<file path="config.mk">
export PLATFORM = sky130hd
export DESIGN_NAME = annexb_nal_splitter_flat
export DESIGN_NICKNAME = d
export VERILOG_FILES = /design/src/hw/rtl/anb_pkg.sv /design/src/hw/rtl/anb_in_if.sv /design/src/hw/rtl/anb_out_if.sv /design/src/hw/rtl/anb_front.sv /design/src/hw/rtl/anb_queue.sv /design/src/hw/rtl/anb_back.sv /design/src/hw/rtl/annexb_nal_splitter.sv /design/src/flat_wrapper.sv
export SDC_FILE = /design/constraint.sdc
export NUM_CORES = 1
export LEC_CHECK = 0
export ABC_AREA = 1
export BUFFER_PORTS_ARGS = -buffer_cell sky130_fd_sc_hd__buf_4
export CAP_MARGIN = 20
export CORE_AREA = 2 2 131 146
export CTS_CLUSTER_DIAMETER = 120
export DETAILED_ROUTE_END_ITERATION = 10
export DIE_AREA = 0 0 133 148
export PLACE_DENSITY = 0.83
export SYNTH_ARGS = -nofsm -noshare
export SYNTH_HDL_FRONTEND = slang
export SYNTH_SLANG_ARGS = --single-unit
</file>
<file path="constraint.sdc">
create_clock -name clk -period 11.02 [get_ports clk]
set_input_delay 0.551 -clock clk [delete_from_list [all_inputs] [get_ports clk]]
set_output_delay 0.551 -clock clk [all_outputs]
set_load 0.01 [all_outputs]
</file>
<file path="src/hw/rtl/anb_pkg.sv">
// Shared constants, types and helper functions of the Annex B NAL splitter.
package anb_pkg;

    localparam int SC_LEN = 4;
    localparam logic [31:0] SC_WORD = 32'h0100_0000;
    localparam int MAX_RESULTS = 5;
    localparam int RES_W = $clog2(MAX_RESULTS);
    localparam int QUEUE_DEPTH = 4;

    typedef logic [7:0] byte_t;

    // One queued job: an optional single payload byte, then an optional flushed tail.
    typedef struct packed {
        logic                     has_head;
        byte_t                    head_byte;
        logic                     head_first;
        logic                     head_last;
        logic [2:0]               tail_keep;
        logic [SC_LEN-1:0][7:0]   tail_bytes;
        logic                     tail_first;
        logic                     buf_end;
    } anb_job_t;

    function automatic byte_t sc_byte(input logic [1:0] k);
        return SC_WORD[{k, 3'b000} +: 8];
    endfunction

    function automatic logic is_sc(input byte_t a, input byte_t b, input byte_t c,
                                   input byte_t d);
        return (a == sc_byte(2'd0)) && (b == sc_byte(2'd1)) &&
               (c == sc_byte(2'd2)) && (d == sc_byte(2'd3));
    endfunction

endpackage

</file>
<file path="src/hw/rtl/anb_in_if.sv">
// Byte stream channel carrying the encoded buffer.
interface anb_in_if;
    logic       valid;
    logic       ready;
    logic [7:0] data_byte;
    logic       buffer_last;

    modport source (output valid, output data_byte, output buffer_last, input ready);
    modport sink   (input valid, input data_byte, input buffer_last, output ready);
endinterface

</file>
<file path="src/hw/rtl/anb_out_if.sv">
// NAL unit byte channel carrying the split units.
interface anb_out_if;
    logic       valid;
    logic       ready;
    logic [7:0] nal_byte;
    logic       byte_valid;
    logic       nal_first;
    logic       nal_last;
    logic       buffer_done;

    modport source (output valid, output nal_byte, output byte_valid, output nal_first,
                    output nal_last, output buffer_done, input ready);
    modport sink   (input valid, input nal_byte, input byte_valid, input nal_first,
                    input nal_last, input buffer_done, output ready);
endinterface

</file>
<file path="src/hw/rtl/anb_front.sv">
// Front end: header check, lookahead window and start code detection.
module anb_front import anb_pkg::*;
(
    input  logic     clk,
    input  logic     rst_n,
    anb_in_if.sink   buf_ch,
    output logic     job_valid,
    input  logic     job_ready,
    output anb_job_t job
);

    logic [2:0]             pos_reg, pos_next;
    logic                   bad_reg, bad_next;
    logic [2:0]             cnt_reg, cnt_next;
    logic                   first_reg, first_next;
    logic [SC_LEN-1:0][7:0] la_reg, la_next;
    logic                   accept;
    logic                   flush_en;
    logic                   start_one;
    byte_t                  b;

    assign b            = buf_ch.data_byte;
    assign buf_ch.ready = job_ready;
    assign accept       = buf_ch.valid && job_ready;

    always_comb
    begin
        pos_next       = pos_reg;
        bad_next       = bad_reg;
        cnt_next       = cnt_reg;
        first_next     = first_reg;
        la_next        = la_reg;
        job.has_head   = 1'b0;
        job.head_byte  = la_reg[0];
        job.head_first = first_reg;
        job.head_last  = 1'b0;

        if (pos_reg < 3'(SC_LEN))
        begin
            if (b != sc_byte(pos_reg[1:0]))
            begin
                bad_next = 1'b1;
            end
            pos_next = pos_reg + 3'd1;
        end
        else if (!bad_reg)
        begin
            if (cnt_reg < 3'(SC_LEN))
            begin
                la_next[cnt_reg[1:0]] = b;
                cnt_next = cnt_reg + 3'd1;
                if (cnt_reg == 3'(SC_LEN - 1) && is_sc(la_reg[0], la_reg[1], la_reg[2], b))
                begin
                    cnt_next = 3'd0;
                end
            end
            else if (is_sc(la_reg[1], la_reg[2], la_reg[3], b))
            begin
                job.has_head  = 1'b1;
                job.head_last = 1'b1;
                cnt_next      = 3'd0;
                first_next    = 1'b1;
            end
            else
            begin
                job.has_head = 1'b1;
                first_next   = 1'b0;
                la_next      = {b, la_reg[SC_LEN-1:1]};
            end
        end

        // The tail keeps everything before the first zero among the last three positions.
        flush_en  = buf_ch.buffer_last && (pos_next >= 3'(SC_LEN)) && !bad_next;
        start_one = (cnt_next == 3'(SC_LEN));
        job.tail_keep = cnt_next;
        for (int i = SC_LEN - 1; i >= 0; i--)
        begin
            if ((i != 0 || !start_one) && (3'(i) < cnt_next) && (la_next[i] == 8'h00))
            begin
                job.tail_keep = 3'(i);
            end
        end
        if (!flush_en)
        begin
            job.tail_keep = 3'd0;
        end
        job.tail_bytes = la_next;
        job.tail_first = first_next;
        job.buf_end    = buf_ch.buffer_last;
    end

    assign job_valid = buf_ch.valid && (job.has_head || buf_ch.buffer_last);

    always_ff @(posedge clk or negedge rst_n)
    begin
        if (!rst_n)
        begin
            pos_reg   <= 3'd0;
            bad_reg   <= 1'b0;
            cnt_reg   <= 3'd0;
            first_reg <= 1'b1;
        end
        else if (accept)
        begin
            if (buf_ch.buffer_last)
            begin
                pos_reg   <= 3'd0;
                bad_reg   <= 1'b0;
                cnt_reg   <= 3'd0;
                first_reg <= 1'b1;
            end
            else
            begin
                pos_reg   <= pos_next;
                bad_reg   <= bad_next;
                cnt_reg   <= cnt_next;
                first_reg <= first_next;
            end
        end
    end

    always_ff @(posedge clk)
    begin
        if (accept)
        begin
            la_reg <= la_next;
        end
    end

    a_reset_after_last: assert property (@(posedge clk) disable iff (!rst_n)
        accept && buf_ch.buffer_last |=> pos_reg == 3'd0 && cnt_reg == 3'd0 && first_reg)
        else $error("front state not restored after the last byte of a buffer");

    a_window_bound: assert property (@(posedge clk) disable iff (!rst_n)
        cnt_reg <= 3'(SC_LEN))
        else $error("lookahead count beyond the window");

endmodule

</file>
<file path="src/hw/rtl/anb_queue.sv">
// Short job queue decoupling the front end from the output sequencer.
module anb_queue import anb_pkg::*;
#(
    parameter int DEPTH = QUEUE_DEPTH
)
(
    input  logic     clk,
    input  logic     rst_n,
    input  logic     push_valid,
    output logic     push_ready,
    input  anb_job_t push_data,
    output logic     pop_valid,
    input  logic     pop_ready,
    output anb_job_t pop_data
);

    localparam int PTR_W = (DEPTH > 1) ? $clog2(DEPTH) : 1;
    localparam int CNT_W = $clog2(DEPTH + 1);

    anb_job_t           mem_reg [DEPTH];
    logic [PTR_W-1:0]   wr_ptr_reg;
    logic [PTR_W-1:0]   rd_ptr_reg;
    logic [CNT_W-1:0]   count_reg;
    logic               push;
    logic               pop;

    assign push_ready = (count_reg != CNT_W'(DEPTH));
    assign pop_valid  = (count_reg != '0);
    assign pop_data   = mem_reg[rd_ptr_reg];
    assign push       = push_valid && push_ready;
    assign pop        = pop_valid && pop_ready;

    function automatic logic [PTR_W-1:0] wrap_inc(input logic [PTR_W-1:0] p);
        return (p == PTR_W'(DEPTH - 1)) ? '0 : p + PTR_W'(1);
    endfunction

    always_ff @(posedge clk or negedge rst_n)
    begin
        if (!rst_n)
        begin
            wr_ptr_reg <= '0;
            rd_ptr_reg <= '0;
            count_reg  <= '0;
        end
        else
        begin
            if (push)
            begin
                wr_ptr_reg <= wrap_inc(wr_ptr_reg);
            end
            if (pop)
            begin
                rd_ptr_reg <= wrap_inc(rd_ptr_reg);
            end
            if (push && !pop)
            begin
                count_reg <= count_reg + CNT_W'(1);
            end
            else if (pop && !push)
            begin
                count_reg <= count_reg - CNT_W'(1);
            end
        end
    end

    always_ff @(posedge clk)
    begin
        if (push)
        begin
            mem_reg[wr_ptr_reg] <= push_data;
        end
    end

    a_count_bound: assert property (@(posedge clk) disable iff (!rst_n)
        count_reg <= CNT_W'(DEPTH))
        else $error("queue occupancy beyond its depth");

endmodule

</file>
<file path="src/hw/rtl/anb_back.sv">
// Back end: expands each queued job into result transactions through an output register.
module anb_back import anb_pkg::*;
(
    input  logic      clk,
    input  logic      rst_n,
    input  logic      job_valid,
    output logic      job_ready,
    input  anb_job_t  job,
    anb_out_if.source nal_ch
);

    logic [RES_W-1:0] idx_reg;
    logic             out_valid_reg;
    byte_t            byte_reg;
    logic             bvalid_reg;
    logic             first_reg;
    logic             last_reg;
    logic             done_reg;

    logic [RES_W-1:0] total;
    logic [RES_W-1:0] last_idx;
    logic [RES_W-1:0] j;
    logic             load;
    logic             final_res;
    byte_t            byte_next;
    logic             bvalid_next;
    logic             first_next;
    logic             last_next;

    assign total     = RES_W'(job.has_head) + RES_W'(job.tail_keep);
    assign last_idx  = (total == '0) ? '0 : total - RES_W'(1);
    assign final_res = (idx_reg == last_idx);
    assign load      = !out_valid_reg || nal_ch.ready;
    assign job_ready = load && final_res;
    assign j         = idx_reg - RES_W'(job.has_head);

    always_comb
    begin
        byte_next   = 8'h00;
        bvalid_next = 1'b0;
        first_next  = 1'b0;
        last_next   = 1'b0;
        if (job.has_head && idx_reg == '0)
        begin
            byte_next   = job.head_byte;
            bvalid_next = 1'b1;
            first_next  = job.head_first;
            last_next   = job.head_last;
        end
        else if (total != '0)
        begin
            byte_next   = job.tail_bytes[j[1:0]];
            bvalid_next = 1'b1;
            first_next  = job.tail_first && (j == '0);
            last_next   = ((j + RES_W'(1)) == RES_W'(job.tail_keep));
        end
    end

    always_ff @(posedge clk or negedge rst_n)
    begin
        if (!rst_n)
        begin
            out_valid_reg <= 1'b0;
            idx_reg       <= '0;
        end
        else if (load)
        begin
            out_valid_reg <= job_valid;
            if (job_valid)
            begin
                idx_reg <= final_res ? '0 : idx_reg + RES_W'(1);
            end
        end
    end

    always_ff @(posedge clk)
    begin
        if (load && job_valid)
        begin
            byte_reg   <= byte_next;
            bvalid_reg <= bvalid_next;
            first_reg  <= first_next;
            last_reg   <= last_next;
            done_reg   <= job.buf_end && final_res;
        end
    end

    assign nal_ch.valid       = out_valid_reg;
    assign nal_ch.nal_byte    = byte_reg;
    assign nal_ch.byte_valid  = bvalid_reg;
    assign nal_ch.nal_first   = first_reg;
    assign nal_ch.nal_last    = last_reg;
    assign nal_ch.buffer_done = done_reg;

    a_marker_ends_buffer: assert property (@(posedge clk) disable iff (!rst_n)
        out_valid_reg && !bvalid_reg |-> done_reg && !first_reg && !last_reg)
        else $error("empty end marker outside the end of a buffer");

    a_index_bound: assert property (@(posedge clk) disable iff (!rst_n)
        idx_reg < RES_W'(MAX_RESULTS))
        else $error("result index beyond the results of one job");

endmodule

</file>
<file path="src/hw/rtl/annexb_nal_splitter.sv">
// Top level of the Annex B NAL unit splitter.
//
//  Channel  Role  Transaction                                           
//  buf_ch   sink  data_byte, buffer_last                                
//  nal_ch   src   nal_byte, byte_valid, nal_first, nal_last, buffer_done
//
//  One byte is accepted every cycle while the job queue has room.
//  A buffer's final byte can release up to five result transactions, one per cycle while
//  ready, set by the output sequencer; the queue absorbs the flush while bytes keep arriving.
//  An accepted byte's first result passes through the queue memory and the output register.
//  Reset clears the header state, the window count and the queue; no clearing pass is needed.
module annexb_nal_splitter import anb_pkg::*;
#(
    parameter int QUEUE_DEPTH_P = QUEUE_DEPTH
)
(
    input  logic      clk,
    input  logic      rst_n,
    anb_in_if.sink    buf_ch,
    anb_out_if.source nal_ch
);

    logic     push_valid;
    logic     push_ready;
    anb_job_t push_job;
    logic     pop_valid;
    logic     pop_ready;
    anb_job_t pop_job;

    anb_front u_front
    (
        .clk       (clk),
        .rst_n     (rst_n),
        .buf_ch    (buf_ch),
        .job_valid (push_valid),
        .job_ready (push_ready),
        .job       (push_job)
    );

    anb_queue #(.DEPTH(QUEUE_DEPTH_P)) u_queue
    (
        .clk        (clk),
        .rst_n      (rst_n),
        .push_valid (push_valid),
        .push_ready (push_ready),
        .push_data  (push_job),
        .pop_valid  (pop_valid),
        .pop_ready  (pop_ready),
        .pop_data   (pop_job)
    );

    anb_back u_back
    (
        .clk       (clk),
        .rst_n     (rst_n),
        .job_valid (pop_valid),
        .job_ready (pop_ready),
        .job       (pop_job),
        .nal_ch    (nal_ch)
    );

endmodule

</file>
<file path="src/flat_wrapper.sv">
// flat-port wrapper written by rule: the top's interface ports become plain ports
module annexb_nal_splitter_flat import anb_pkg::*;
#(
    parameter int QUEUE_DEPTH_P = QUEUE_DEPTH
)
  (clk, rst_n, buf_ch_valid, buf_ch_data_byte, buf_ch_buffer_last, buf_ch_ready, nal_ch_valid, nal_ch_nal_byte, nal_ch_byte_valid, nal_ch_nal_first, nal_ch_nal_last, nal_ch_buffer_done, nal_ch_ready);
  anb_in_if buf_ch_i ();
  anb_out_if nal_ch_i ();
  input  logic clk;
  input  logic rst_n;
  input wire logic [$bits(buf_ch_i.valid)-1:0] buf_ch_valid;
  input wire logic [$bits(buf_ch_i.data_byte)-1:0] buf_ch_data_byte;
  input wire logic [$bits(buf_ch_i.buffer_last)-1:0] buf_ch_buffer_last;
  output wire logic [$bits(buf_ch_i.ready)-1:0] buf_ch_ready;
  output wire logic [$bits(nal_ch_i.valid)-1:0] nal_ch_valid;
  output wire logic [$bits(nal_ch_i.nal_byte)-1:0] nal_ch_nal_byte;
  output wire logic [$bits(nal_ch_i.byte_valid)-1:0] nal_ch_byte_valid;
  output wire logic [$bits(nal_ch_i.nal_first)-1:0] nal_ch_nal_first;
  output wire logic [$bits(nal_ch_i.nal_last)-1:0] nal_ch_nal_last;
  output wire logic [$bits(nal_ch_i.buffer_done)-1:0] nal_ch_buffer_done;
  input wire logic [$bits(nal_ch_i.ready)-1:0] nal_ch_ready;
  assign buf_ch_i.valid = buf_ch_valid;
  assign buf_ch_i.data_byte = buf_ch_data_byte;
  assign buf_ch_i.buffer_last = buf_ch_buffer_last;
  assign buf_ch_ready = buf_ch_i.ready;
  assign nal_ch_valid = nal_ch_i.valid;
  assign nal_ch_nal_byte = nal_ch_i.nal_byte;
  assign nal_ch_byte_valid = nal_ch_i.byte_valid;
  assign nal_ch_nal_first = nal_ch_i.nal_first;
  assign nal_ch_nal_last = nal_ch_i.nal_last;
  assign nal_ch_buffer_done = nal_ch_i.buffer_done;
  assign nal_ch_i.ready = nal_ch_ready;
  annexb_nal_splitter #(.QUEUE_DEPTH_P(QUEUE_DEPTH_P)) u_core (.clk(clk), .rst_n(rst_n), .buf_ch(buf_ch_i), .nal_ch(nal_ch_i));
endmodule
</file>
==> qor.yml, run 1 <==
status: "complete, no violations"
antenna_found_initial: 0
fin_worst_skew_ns: 0.01172
synth_edf_count: 236
synth_top_area_share_pct: 59.24
drive_above_1_share_pct: 10.77
diodes: 0
drv_cap: 0
worstSetupEndpointType: "flip-flop"
gp_congestion: 0.9237
worst-path-max-fanout: 62
grt_pass1_wl_mm: 42.37
hold_class: "input pin to flip-flop"
area_growth_pct: 9.152
yosysWarnings: 0
fin_nets: 1179
cp.arrival_ns: 5.30
min_period_ns: 4.897
hold_ws_ns: 0.2210
rows: 52
fin_setup_tns_ns: 0
max_freq_ghz: 0.2042
register_area_sq_um: 7565
die-height_um: 148
slew_violations: 0
required_ns: 11.43
synth_nets: 1169
avgSynthCellArea_sq_um: 10.57
cts_sinks: 255
power.density_nw_per_um2: 276.6
largest_register_ffs: 192
critPathBufInv: 5
p_leak_nw: 4.983
cp-start-kind: "flip-flop"
grt-ovfl-total: 0
clkTransAtPathRegs_ns: 0.06
hold_viol: 0
crit_chain: "buf_4 > o21ai_0 > o22ai_1 > ha_1 > ha_1 > inv_1 > ha_1 > ha_1 > nor2_1 > xor2_1 > nor3_1 > inv_1 > nor2_1 > inv_1 > ha_1 > inv_1 > fa_1 > mux2_2"
clockBufferDepth: 3
reg2reg_depth: 18
syn_inst: 1132
timing.final.crit_share_pct: 44.44
grt_pass1_vias: 7860
synthTopCellsByArea: "edfxtp_1 59%, nand2_1 7.1%, a21oi_1 4.1%"
rsz0062_at_grt: "no"
worst_pin_slew_ns: 0.8674
yosys.area.top_type: "edfxtp_1"
relSlewSlack_pct: 42.17
totalWireLength_mm: 27.25
die_x_um: 133
multi_input_area_sq_um: 3635
place_hpwl_mm: 17.11
ys_async_sr_fraction_pct: 7.451
synth.cell_area_sq_um: 11960
cts_tree: "built"
synthFlopType: "edfxtp_1"
wl_per_cell_um: 19.41
cts_setup_buffers: 0
vias_per_cell: 6.008
portBuffers: 26
ys_types: 46
root_buffer: "clkbuf_16"
synth_common_cells: "236 x edfxtp_1, 227 x nand2_1, 113 x inv_1"
fin_area_sq_um: 13060
htreeDepth: 1
yosysMostFrequentCell: "edfxtp_1"
hold_depth: 2
synth-seq-cells: 255
path_delay_family: "adder cells"
start_util_pct: 65.90
drtPass1Iterations: 6
post-route-drc-count: 0
drtIter0Drc: 1019
place_area_sq_um: 12300
cp.depth: 18
worstSkewPairLatency_ns: 0.53
via_count: 8435
grt_use_total_pct: 27.91
dieArea_sq_um: 19680
critical_path_class: "flip-flop to flip-flop"
coreArea_sq_um: 18150
ios: 27
seq_area_frac_synth_pct: 63.23
setup_viol: 0
fillers: 1207
critPathSlowestCell: "dfrtp_2"
cts_buffers: 25
peakVddDrop_mv: 0.1876
cp_slowest_stage_delay_ns: 0.82
drtAntennaViolNets: 0
cpMostUsedCell: "ha_1"
grt_max_degree: 85
-- report_power, final --
group          switching [mW]  leakage, nW  internal, mW  total (mW)
combinational           0.950         2.23         0.433        1.38
sequential              0.110         2.38          1.34        1.45
clock                   0.347        0.369         0.437       0.784
-- cell type report --
cell class	instances	share of cell area [%]
clock buffers	26	4.820
well taps	243	2.328
clock inverters	20	0.9295
flip-flops and latches	255	57.93
inverters	131	3.775
multi-input cells	688	27.84
repair buffers	41	2.376
-- cell usage in the layout, fill, tap and decap left out, types with 2 or more instances in the layout --
cell type and n:
nor2_4 8, nor2_2 3, xor2_1 7, nor2_1 60, a22oi_1 16, o311ai_0 11
a221o_1 2, nand2_4 2, clkinv_2 6, a21oi_2 2, nand4_1 4, edfxtp_1 236
clkbuf_16 25, ha_1 23, nand4_2 2, o22ai_1 21, a21oi_1 98, inv_2 16
xnor2_1 4, o211ai_1 15, nand3_1 57, nand2_1 227, o21ai_2 3, clkinv_1 12
o31ai_1 2, o21ai_1 29, inv_1 113, o21ai_0 65, a221oi_1 3, nand2_2 9
buf_4 40, dfrtp_1 17, nor3_1 6
-- kinds of logic after synthesis --
logic type,after synthesis,synth area share (%)
mux,1,0.09413
compound gates,268,12.84
xor+xnor,11,0.8053
buf+inv,189,6.641
fa+ha+maj,24,2.573
simple gates,384,13.82
flops,255,63.23
-- final timing paths --
check	start	end	slack (ns)
setup / recovery	u_core.u_queue.rd_ptr_reg[0]	u_core.u_queue.count_reg[1]	6.12
hold / removal	nal_ch_ready	u_core.u_back.nal_ch.valid	0.22
setup reg to reg	u_core.u_queue.rd_ptr_reg[0]	u_core.u_queue.count_reg[1]	6.12
hold reg to reg	u_core.u_queue.count_reg[2]	u_core.u_queue.count_reg[2]	0.52
max in group asynchronous	rst_n	u_core.u_front.first_reg	10.31
min in group asynchronous	rst_n	u_core.u_front.bad_reg	0.43
-- through the flow --
step	setup slack [ns]	instances	util (%)	total power, mW
6_report	6.123	1404	71.93	3.612
5_1_grt	5.822	1404	71.93	3.808
3_5_place_dp	6.199	1357	67.74	2.814
2_1_floorplan	6.603	1132	-	2.382
3_3_place_gp	6.374	1357	67.74	2.758
4_1_cts	6.130	1404	71.93	3.600
-- per-layer routing --
layer / track usage (%) / share of wire [%] / up-vias
li1: - / - / 3958
met1: 36.36 / 39 / 4020
met2: 49.12 / 51 / 399
met3: 3.086 / 7.0 / 58
met4: 9.677 / 3.4 / 0
met5: 0 / 0 / -
-- timing repair --
item | 4_1_cts | 5_1_grt
gates resized for setup | 0 | 0
endpoints found under the hold margin | 18 | 0
hold buffers | 1 | 0
(Power assumes the default switching activity.)
==> run 2, diff against run 1 <==
--- a/config.mk
+++ b/config.mk
@@ -8,11 +8,11 @@
 export ABC_AREA = 1
 export BUFFER_PORTS_ARGS = -buffer_cell sky130_fd_sc_hd__buf_4
 export CAP_MARGIN = 20
-export CORE_AREA = 2 2 131 146
+export CORE_AREA = 2 2 135 150
 export CTS_CLUSTER_DIAMETER = 120
 export DETAILED_ROUTE_END_ITERATION = 10
-export DIE_AREA = 0 0 133 148
-export PLACE_DENSITY = 0.83
+export DIE_AREA = 0 0 137 152
+export PLACE_DENSITY = 0.79
 export SYNTH_ARGS = -nofsm -noshare
 export SYNTH_HDL_FRONTEND = slang
 export SYNTH_SLANG_ARGS = --single-unit
==> constraint.sdc (replaced) <==
create_clock -name clk -period 5.05 [get_ports clk]
set_input_delay 0.2525 -clock clk [delete_from_list [all_inputs] [get_ports clk]]
set_output_delay 0.2525 -clock clk [all_outputs]
set_load 0.01 [all_outputs]
==> run 2 against run 1 <==
Effect of this change: sequential share of layout area shrank 0.32 points; final cell count up 0.85%; setup slack worse by 5.4 ns; largest power group unchanged; power up 120%; critical path depth unchanged; largest cell class unchanged.
==> qor.yml, run 2 (synthesis gave the netlist of run 1 again) <==
status: "complete, no violations"  # unchanged
via_count: 8425  # was 8435
power.density_nw_per_um2: 600.9  # was 276.6 nW/um^2
die_x_um: 137  # was 133 um
start_util_pct: 61.48  # was 65.90%
post-route-drc-count: 0  # unchanged
grt_use_total_pct: 26.53  # was 27.91%
cts_sinks: 255  # unchanged
timing.final.ws_setup_ns: 0.7213  # was 6.123 ns
largest_register_ffs: 192  # unchanged
drtPass1Iterations: 6  # unchanged
layout_common_cells: "236 x edfxtp_1, 227 x nand2_1, 113 x inv_1"  # unchanged
fin_worst_skew_ns: 0.02248  # was 0.01172 ns
postCtsResizedCells: 0  # unchanged
diodes: 0  # unchanged
dieArea_sq_um: 20820  # was 19680 sq um
hold_class: "input pin to asynchronous set/reset pin"  # was input pin to flip-flop
cp.arrival_ns: 4.71  # was 5.30 ns
totalWireLength_mm: 27.09  # was 27.25 mm
setup_viol: 0  # unchanged
cts_buffers: 25  # unchanged
relSlewSlack_pct: 33.98  # was 42.17%
grt_pass1_vias: 7887  # was 7860
drv_cap: 0  # unchanged
max_freq_ghz: 0.2310  # was 0.2042 GHz
clkTransAtPathRegs_ns: 0.06  # about the same
cp_slowest_stage_delay_ns: 0.57  # was 0.82 ns
portBuffers: 26  # unchanged
drtIter0Drc: 1014  # was 1019
timing.final.crit_share_pct: 85.72  # was 44.44%
vias_per_cell: 5.950  # was 6.008
crit_chain: "inv_2 > o21ai_0 > o22ai_1 > ha_1 > ha_1 > inv_1 > ha_1 > ha_1 > nor2_1 > xor2_1 > nor3_1 > inv_1 > nor2_1 > inv_1 > ha_1 > inv_1 > fa_1 > mux2_2"  # was buf_4 > o21ai_0 > o22ai_1 > ha_1 > ha_1 > inv_1 > ha_1 > ha_1 > nor2_1 > xor2_1 > nor3_1 > inv_1 > nor2_1 > inv_1 > ha_1 > inv_1 > fa_1 > mux2_2
die-height_um: 152  # was 148 um
place_hpwl_mm: 17.45  # was 17.11 mm
critPathSlowestCell: "dfrtp_2"  # unchanged
drtAntennaViolNets: 0  # unchanged
drive_above_1_share_pct: 11.00  # was 10.77%
area_growth_pct: 9.758  # was 9.152%
cts_tree: "built"  # unchanged
grt_max_degree: 57  # was 85
clockBufferDepth: 3  # unchanged
peakVddDrop_mv: 0.3547  # was 0.1876 mV
grt_pass1_wl_mm: 43.04  # was 42.37 mm
min_period_ns: 4.329  # was 4.897 ns
worstSetupEndpointType: "flip-flop"  # unchanged
rows: 54  # was 52
final_common_cell: "edfxtp_1"  # unchanged
wl_per_cell_um: 19.13  # was 19.41 um
worst_pin_slew_ns: 0.9779  # was 0.8674 ns
gr-usage-met3_pct: 3.470  # was 3.086%
fin_setup_tns_ns: 0  # unchanged
place_ws_ns: 0.8395  # was 6.199 ns
grtUsageMet1_pct: 38.40  # was 36.36%
antenna_found_initial: 0  # unchanged
met2_usage_pct: 42.29  # was 49.12%
gp_congestion: 0.8956  # was 0.9237
coreArea_sq_um: 19460  # was 18150 sq um
ios: 27  # unchanged
root_buffer: "clkbuf_16"  # unchanged
rsz0062_at_grt: "no"  # unchanged
critical_path_class: "flip-flop to flip-flop"  # unchanged
worstSkewPairLatency_ns: 0.52  # was 0.53 ns
hold_ws_ns: 0.1805  # was 0.2210 ns
required_ns: 5.43  # was 11.43 ns
p_leak_nw: 4.998  # was 4.983 nW
fin_nets: 1184  # was 1179
hold_viol: 0  # unchanged
cpMostUsedCell: "ha_1"  # unchanged
cts_setup_buffers: 0  # unchanged
worst-path-max-fanout: 24  # was 62
grt-ovfl-total: 0  # unchanged
busiest_layer: "met2"  # unchanged
cp-start-kind: "flip-flop"  # unchanged
slew_violations: 0  # unchanged
htreeDepth: 1  # unchanged
## run 2: cell count changes in the layout (fill, tap and decap cells not counted)
cell,previous run,this run
buf_4,40,42
clkinv_2,6,3
clkinvlp_4,1,3
clkinv_1,12,6
clkinv_4,1,2
clkbuf_1,1,5
dlygate4sd3_1,1,3
clkbuf_8,0,1
buf_12,0,1
inv_6,1,0
## run 2: path summary, 6_finish.rpt
kind                                              start                           to  slack, ns  cells past startpoint
min                                               rst_n    u_core.u_front.pos_reg[0]       0.18                      2
min reg2reg                 u_core.u_queue.count_reg[2]  u_core.u_queue.count_reg[2]       0.51                      1
max reg2reg                u_core.u_queue.rd_ptr_reg[0]  u_core.u_queue.count_reg[1]       0.72                     18
max in group asynchronous                         rst_n     u_core.u_front.first_reg       4.60                      2
max                        u_core.u_queue.rd_ptr_reg[0]  u_core.u_queue.count_reg[1]       0.72                     18
min in group clk                           buf_ch_valid    u_core.u_front.pos_reg[2]       0.19                      4
## run 2: where the power goes
group          switching (mW)  internal (mW)  leakage (nW)
logic                    2.07          0.962          2.25
registers               0.225           2.91          2.38
clock network           0.749          0.975         0.360
total                    3.04           4.85          5.00
## run 2: critical path: cells and delay by family, from the launching register on
family                   cells  cell delay [ns]
flip-flops                   1             0.57
AND/OR/NAND/NOR              3             0.57
AO/OA/AOI/OAI                2             0.51
buffers and inverters        5             0.69
multiplexers                 1             0.26
adder cells (fa/ha/maj)      6             1.45
XOR/XNOR                     1             0.14
## run 2: through the flow
stage / utilization, % / power (mW) / instance area (sq um) / instances
floorplan: - / 5.197 / 11960 / 1132
global placement: 63.43 / 6.054 / 12340 / 1369
detailed placement: 63.43 / 6.152 / 12340 / 1369
CTS: 67.48 / 7.881 / 13130 / 1416
global route: 67.48 / 8.349 / 13130 / 1416
finish: 67.48 / 7.889 / 13130 / 1416
## run 2: timing repair
action                     in CTS  in global routing
setup endpoints to repair       0                  0
hold buffers                    3                  0
hold endpoints to repair       24                  0
## run 2: cell type report
| type | instances | area [sq um] |
|---|---|---|
| Multi-Input combinational cell | 688 | 3635 |
| Inverter | 131 | 493.0 |
| Clock inverter | 13 | 98.84 |
| Tap cell | 252 | 315.3 |
| Timing Repair Buffer | 46 | 365.4 |
| Fill cell | 1442 | 6329 |
| Sequential cell | 255 | 7565 |
| Clock buffer | 31 | 658.1 |
## run 2: per-layer routing
layer  routed length (um)  part of all wire [%]
met1                11140                    41
met2                13300                    49
met3                 2083                   7.7
met4                  575                   2.1
met5                    0                     0
